**src/sem_pkg.sv**
```systemverilog
`default_nettype none
package sem_pkg;

  localparam int MaxLineWidth = 1024;
  localparam int ChannelLanes = 4;
  localparam int MaxFrameHeight = 4096;

  localparam logic [1:0] REG_LINE_WIDTH = 2'd0;
  localparam logic [1:0] REG_FRAME_HEIGHT = 2'd1;
  localparam logic [1:0] REG_CHANNEL_COUNT = 2'd2;

  typedef struct packed {
    logic [7:0] in_ch3;
    logic [7:0] in_ch2;
    logic [7:0] in_ch1;
    logic [7:0] in_ch0;
  } sem_in_t;

  typedef struct packed {
    logic [11:0] out_row;
    logic [9:0]  out_col;
    logic [7:0]  out_ch0;
    logic [7:0]  out_ch1;
    logic [7:0]  out_ch2;
    logic [7:0]  out_ch3;
    logic        last_result;
  } sem_out_t;

  typedef enum logic [2:0] {
    ST_IDLE,
    ST_READ,
    ST_CALC,
    ST_ROOT,
    ST_EMIT_INT,
    ST_EMIT_BRD
  } sem_state_t;

  typedef struct packed {
    logic load;
    logic read;
    logic calc;
    logic root_start;
    logic root_step;
    logic commit;
    logic show_int;
    logic show_brd;
    logic show_last;
  } sem_cmd_t;

  typedef struct packed {
    logic has_int;
    logic has_brd;
    logic root_done;
  } sem_status_t;

endpackage
`default_nettype wire

```
**src/sem_ctrl.sv**
```systemverilog
`default_nettype none
module sem_ctrl import sem_pkg::*; (
  input  wire logic        clk,
  input  wire logic        rst,
  input  wire logic        in_valid,
  input  wire logic        out_stall,
  input  sem_status_t      status,
  output logic             in_stall,
  output logic             out_valid,
  output sem_cmd_t         cmd
);

  sem_state_t state, state_next;

  always_ff @(posedge clk) begin
    if (rst) begin
      state <= ST_IDLE;
    end else begin
      state <= state_next;
    end
  end

  always_comb begin
    state_next = state;
    case (state)
      ST_IDLE: begin
        if (in_valid) state_next = ST_READ;
      end
      ST_READ: state_next = ST_CALC;
      ST_CALC: begin
        if (status.has_int) state_next = ST_ROOT;
        else if (status.has_brd) state_next = ST_EMIT_BRD;
        else state_next = ST_IDLE;
      end
      ST_ROOT: begin
        if (status.root_done) state_next = ST_EMIT_INT;
      end
      ST_EMIT_INT: begin
        if (!out_stall) state_next = status.has_brd ? ST_EMIT_BRD : ST_IDLE;
      end
      ST_EMIT_BRD: begin
        if (!out_stall) state_next = ST_IDLE;
      end
      default: state_next = ST_IDLE;
    endcase
  end

  always_comb begin
    cmd = '0;
    in_stall = 1'b1;
    out_valid = 1'b0;
    case (state)
      ST_IDLE: begin
        in_stall = 1'b0;
        cmd.load = in_valid;
      end
      ST_READ: cmd.read = 1'b1;
      ST_CALC: begin
        cmd.calc = 1'b1;
        cmd.root_start = status.has_int;
        cmd.commit = 1'b1;
      end
      ST_ROOT: cmd.root_step = 1'b1;
      ST_EMIT_INT: begin
        out_valid = 1'b1;
        cmd.show_int = 1'b1;
        cmd.show_last = !status.has_brd;
      end
      ST_EMIT_BRD: begin
        out_valid = 1'b1;
        cmd.show_brd = 1'b1;
        cmd.show_last = 1'b1;
      end
      default: ;
    endcase
  end

endmodule
`default_nettype wire

```
**config.mk**
```make
export PLATFORM = sky130hd
export DESIGN_NAME = sem_ctrl
export DESIGN_NICKNAME = d
export VERILOG_FILES = /design/src/sem_pkg.sv /design/src/sem_ctrl.sv
export SDC_FILE = /design/constraint.sdc
export NUM_CORES = 1
export LEC_CHECK = 0
export BUFFER_PORTS_ARGS = -buffer_cell sky130_fd_sc_hd__buf_2
export CAP_MARGIN = 20
export CORE_AREA = 2 2 39 41
export CTS_BUF_LIST = sky130_fd_sc_hd__clkbuf_8
export CTS_CLUSTER_DIAMETER = 200
export DETAILED_ROUTE_END_ITERATION = 7
export DIE_AREA = 0 0 41 43
export MAX_ROUTING_LAYER = met4
export PLACE_DENSITY_LB_ADDON = 0.05
export SKIP_LAST_GASP = 1
export SLEW_MARGIN = 20
export SYNTH_ARGS = -nofsm -noshare
export SYNTH_HDL_FRONTEND = slang
export SYNTH_SLANG_ARGS = --single-unit
```
**constraint.sdc**
```tcl
create_clock -name clk -period 1.3 [get_ports clk]
set_input_delay 0.26 -clock clk [delete_from_list [all_inputs] [get_ports clk]]
set_output_delay 0.26 -clock clk [all_outputs]
set_load 0.02 [all_outputs]
```
# --- After elaboration in Yosys (flattened, before gate mapping) ---
# Index checks and enable logic that the tools add are counted.
op_classes:
  addsub: 0
  multipliers: 0
  n_div: 0
  magnitude_cmp: 0
  eq_ne: 9
  shift: 0
  muxes: 17
  n_bitwise: 0
  reduce_logical: 4
op_table:
  columns: ["op", "count"]
  rows:
  - ["$mux W3", 6]
  - ["$pmux W3 S6", 1]
  - ["$mux W1", 8]
  - ["$ne A2 B2 Y1 const B", 4]
  - ["$eq A3 B2 Y1 const B", 2]
  - ["$eq A3 B3 Y1 const B", 2]
  - ["$reduce_and A4 Y1", 1]
  - ["$eq A3 B1 Y1 const B", 1]
  - ["$logic_not A3 Y1", 1]
  - ["$mux W2", 1]
  - ["$pmux W1 S2", 1]
  - ["$reduce_or A2 Y1", 1]
  - ["$logic_not A1 Y1", 1]
totals:
  reg_bits: 3
  latch_bits: 0
  ramBits: 0
  romBits: 0
  in_bits: 7
  out_inout_bits: 11
  word_cells: 31
  n_memories: 0

# --- Logic depth before layout (Yosys ltp) ---
depth:
  depth_word: 3
  depth_mapped: 5
  depth_no_buf: 4

# --- Least setup slack after synthesis ---
# OpenSTA, ideal clock, no wires.
synth_timing:
  path_kind: "register to output"
  start: "register state[0]"
  end: "output port cmd[8] (netlist name)"
  t_arrival_ps: 1130
  required_ps: 1040
  slack_ps: -90
  stages_incl_launch_ff: 4
  path_buffers: 1
  path_cell_list: "dfxtp_1 buf_6 or3_4 nor2_1"
synth_lines:
  columns: ["item", "line", "source"]
  rows:
  - ["start, declared", "sem_ctrl.sv:13", "sem_state_t state, state_next;"]
  - ["start signal, assigned", "sem_ctrl.sv:19", "state <= state_next;"]
  - ["end, declared", "sem_ctrl.sv:10", "output sem_cmd_t cmd"]

==> impl_results.md <==
* Initial antenna violation count at 0
* H-tree levels at 1
* Post-synthesis async set-or-reset flop share at 0
* Largest cells by area after synthesis: dfxtp_1 (19%), buf_6 (7.3%), nor2_1 (6.1%)
* Routed WL at about 890 µm
* PortBufs at 17
* Clock share of power at 0.352
* Synth Area in Compound Gates at 0.283
* CP max FO at 4
* Worst clock skew at between 0.0001 and 0.00015 ns
* Period minus WS final at approximately 1.4 ns
* Power Total at ~740 µW
* Hold WC Path Type: in2reg
* Sw Ratio at 0.336
* #FFs+latches synth at 3
* Die Ht at roughly 43 µm
* RR Startpoint: state[1]$_SDFFE_PP0P_
* Fmax at 701 MHz
* Ys flop type: dfxtp_1
* Largest family of logic cells by synthesized area: simple AND/OR/NAND/NOR gates
* Vias/cell at approximately 4.4
* Fin nets at 74
* Vias in the first global route at roughly 340
* DRT Pass-1 Iters at 4
* Worst setup margin at -0.126 ns
* Yosys warns at 0
* CTS root buf: clkbuf_8
* Crit path from: state[0]$_SDFFE_PP0P_
* CP required at 1.04 ns
* Hold Vio Cnt, Final at 0
* Clk pin slew, worst setup/hold paths at 0.03 ns
* PwrDens at roughly 1300 mW/mm²
* Comb power frac at 0.471
* R2r endpoint: state[2]$_SDFFE_PP0P_
* # IOs at 18
* Crit-path cells: or3_4 -> nor2_4 -> buf_6
* GR Overflow Total at 0
* Netlist cell types at 25
* Clk sinks at 3
* Post-DP HPWL at around 710 µm
* Mux cell area share after synthesis at 0
* Largest regs: state x3
* Ant. Diodes at 0
* Share of power burned in registers at 0.177
* Max FFs per register at 3
* Setup Viol. Count Final at 6
* Adder-Cell Fraction of Synth Area at 0
* Worst setup endpoint: cmd[8]
* Post-Synth XOR/XNOR Area at 0
* Die width at 41 µm
* DRC at 0
* Worst vdd ir at around 700 µV
* Largest net degree at the start of global routing at 12
* DR vias at 363
* Clock Tree Buf Depth at 2
* Finished Core Util at 0.422
* Gate count after technology mapping at 39
* Avg Inst Size Synth at about 7.9 µm²
* Die area at 0.00176 mm²
* Top reg by flops: state
* Pint at 493 µW
* Period Utilization, post-route at 1.10
* Critical path arrival at between 1 and 1.5 ns
* Clk_lat worst skew at between 0.2 and 0.25 ns
* Simple-gate portion of the synthesized area at 0.377
* Share of cells above drive strength 1 at 0.742
* Slew Viols, Final at 0
* Slew headroom at 0.833
* Cell accounting for the most synthesized area: dfxtp_1
* Post-synth net total at 46
* Kind of critical path: reg2out
* Outcome: finished, violations left
* Initial Utilization at 0.223
* Number of synthesized flops with an enable pin at 0
* Startpoint Class: flip-flop
* Max-capacitance violation count at 0
* Most numerous cell in the Yosys netlist: nor2_1
* First-pass GRT wire length at between 1 and 1.5 mm
* LEAKAGE at roughly 0.27 nW
* WL/cell at roughly 11 µm
* Overall Global Routing Usage at 0.115
* Area growth syn-to-layout at 89.1%
* Max incr delay on CP at ~0.40 ns
* Detailed Route Iter0 Violations at 3
* Switching power at 250 µW
* CORE AREA at about 0.0014 mm²
* CTS tree: yes
* FF-to-FF setup slack at approximately 0.060 ns
* Worst hold slack at 0.261 ns
* Final ANT Viol Nets at 0
* Post-synthesis sequential area ratio at 0.194
* Top post-synthesis cells by count: nor2_1 (5), inv_1 (4), dfxtp_1 (3), o21ai_0 (3)
* Failing checks: setup timing
* CTS Buf Count at 3
* CP endpoint kind: output pin
* Slew @ Worst Pin at around 0.25 ns
* Syn Std Cell Area at between 300 and 400 µm²
* Placer's final routability congestion estimate at 0.662
* Reg2reg path depth at 5
* Slowest-stage cell, CP: or3_4
* Synth top area share at 0.194
* Hold buffers post-CTS at 0
* Cell Rows at 14
* RSZ-0062 raised after global routing: true
## area by class of cell
class | count | area (µm²)
tap | 16 | 20.0
clock buffer | 3 | 41.3
timing repair buffer | 26 | 194
clock inverter | 1 | 3.75
multi-input combinational | 29 | 241
sequential | 3 | 68.8
fill | 142 | 800
inverter | 4 | 15.0
## stage by stage
step	cells	area, µm²	setup TNS, ns	setup slack [ns]
detailed placement	77	448	0	0.0239
finish	82	584	-0.487	-0.126
global placement	77	448	0	0.0511
floorplan	39	313	-0.00126	-0.00126
global route	82	584	-0.706	-0.166
CTS	81	547	-0.554	-0.130
## per-layer routing
metal | track usage | vias up | share of wire
met4 | 0.0200 | 0 | 0
met2 | 0.184 | 12 | 0.50
li1 | - | 190 | -
met5 | - | - | 0
met1 | 0.122 | 161 | 0.43
met3 | 0.0628 | 0 | 0.070
## cell usage in the layout (no fill, tap or decap), drive strengths merged
cell	count
a211oi	1
a21oi	1
a221oi	1
a22oi	1
and2	1
and2b	2
and3	3
buf	25
clkbuf	4
dfxtp	3
inv	5
nand2	1
nand2b	1
nor2	5
nor2b	2
nor3	1
nor4	1
o211ai	2
o21ai	4
o32ai	1
or3	1
## power by group through the flow
stage               Combinational [mW]  Clock, mW  Sequential [mW]
floorplan                        0.203          0            0.115
global placement                 0.281          0            0.128
global route                     0.378      0.280            0.134
CTS                              0.325      0.267            0.133
detailed placement               0.282          0            0.129
finish                           0.350      0.261            0.131
## worst min path at each step
| stage | from | to | slack [ns] | cells past startpoint |
|---|---|---|---|---|
| global placement | rst | state[2]$_SDFFE_PP0P_ | 0.49 | 2 |
| CTS | rst | state[2]$_SDFFE_PP0P_ | 0.25 | 2 |
| finish | rst | state[2]$_SDFFE_PP0P_ | 0.26 | 2 |
| global route | rst | state[2]$_SDFFE_PP0P_ | 0.26 | 2 |
| floorplan | rst | state[2]$_SDFFE_PP0P_ | 0.33 | 1 |
| detailed placement | rst | state[2]$_SDFFE_PP0P_ | 0.48 | 2 |
## critical path: cells and delay by family, from the launching register on
kind / cells / cell delay [ns]
AND/OR/NAND/NOR: 2 / 0.49
buffers and inverters: 1 / 0.11
flip-flops: 1 / 0.35
## cells by family (layout without fill, tap and decap cells)
| logic type | after synthesis | after routing |
|---|---|---|
| AO/OA/AOI/OAI | 11 | 11 |
| buffers and inverters | 7 | 34 |
| flip-flops | 3 | 3 |
| AND/OR/NAND/NOR | 18 | 18 |
## what timing repair did
| action | 4_1_cts | 5_1_grt |
|---|---|---|
| gates resized for setup | 18 | 11 |
| setup buffers | 0 | 1 |
| setup endpoints to repair | 11 | 11 |
| pin swaps | 1 | 1 |
Note: power is estimated with default switching activity, not from simulation.
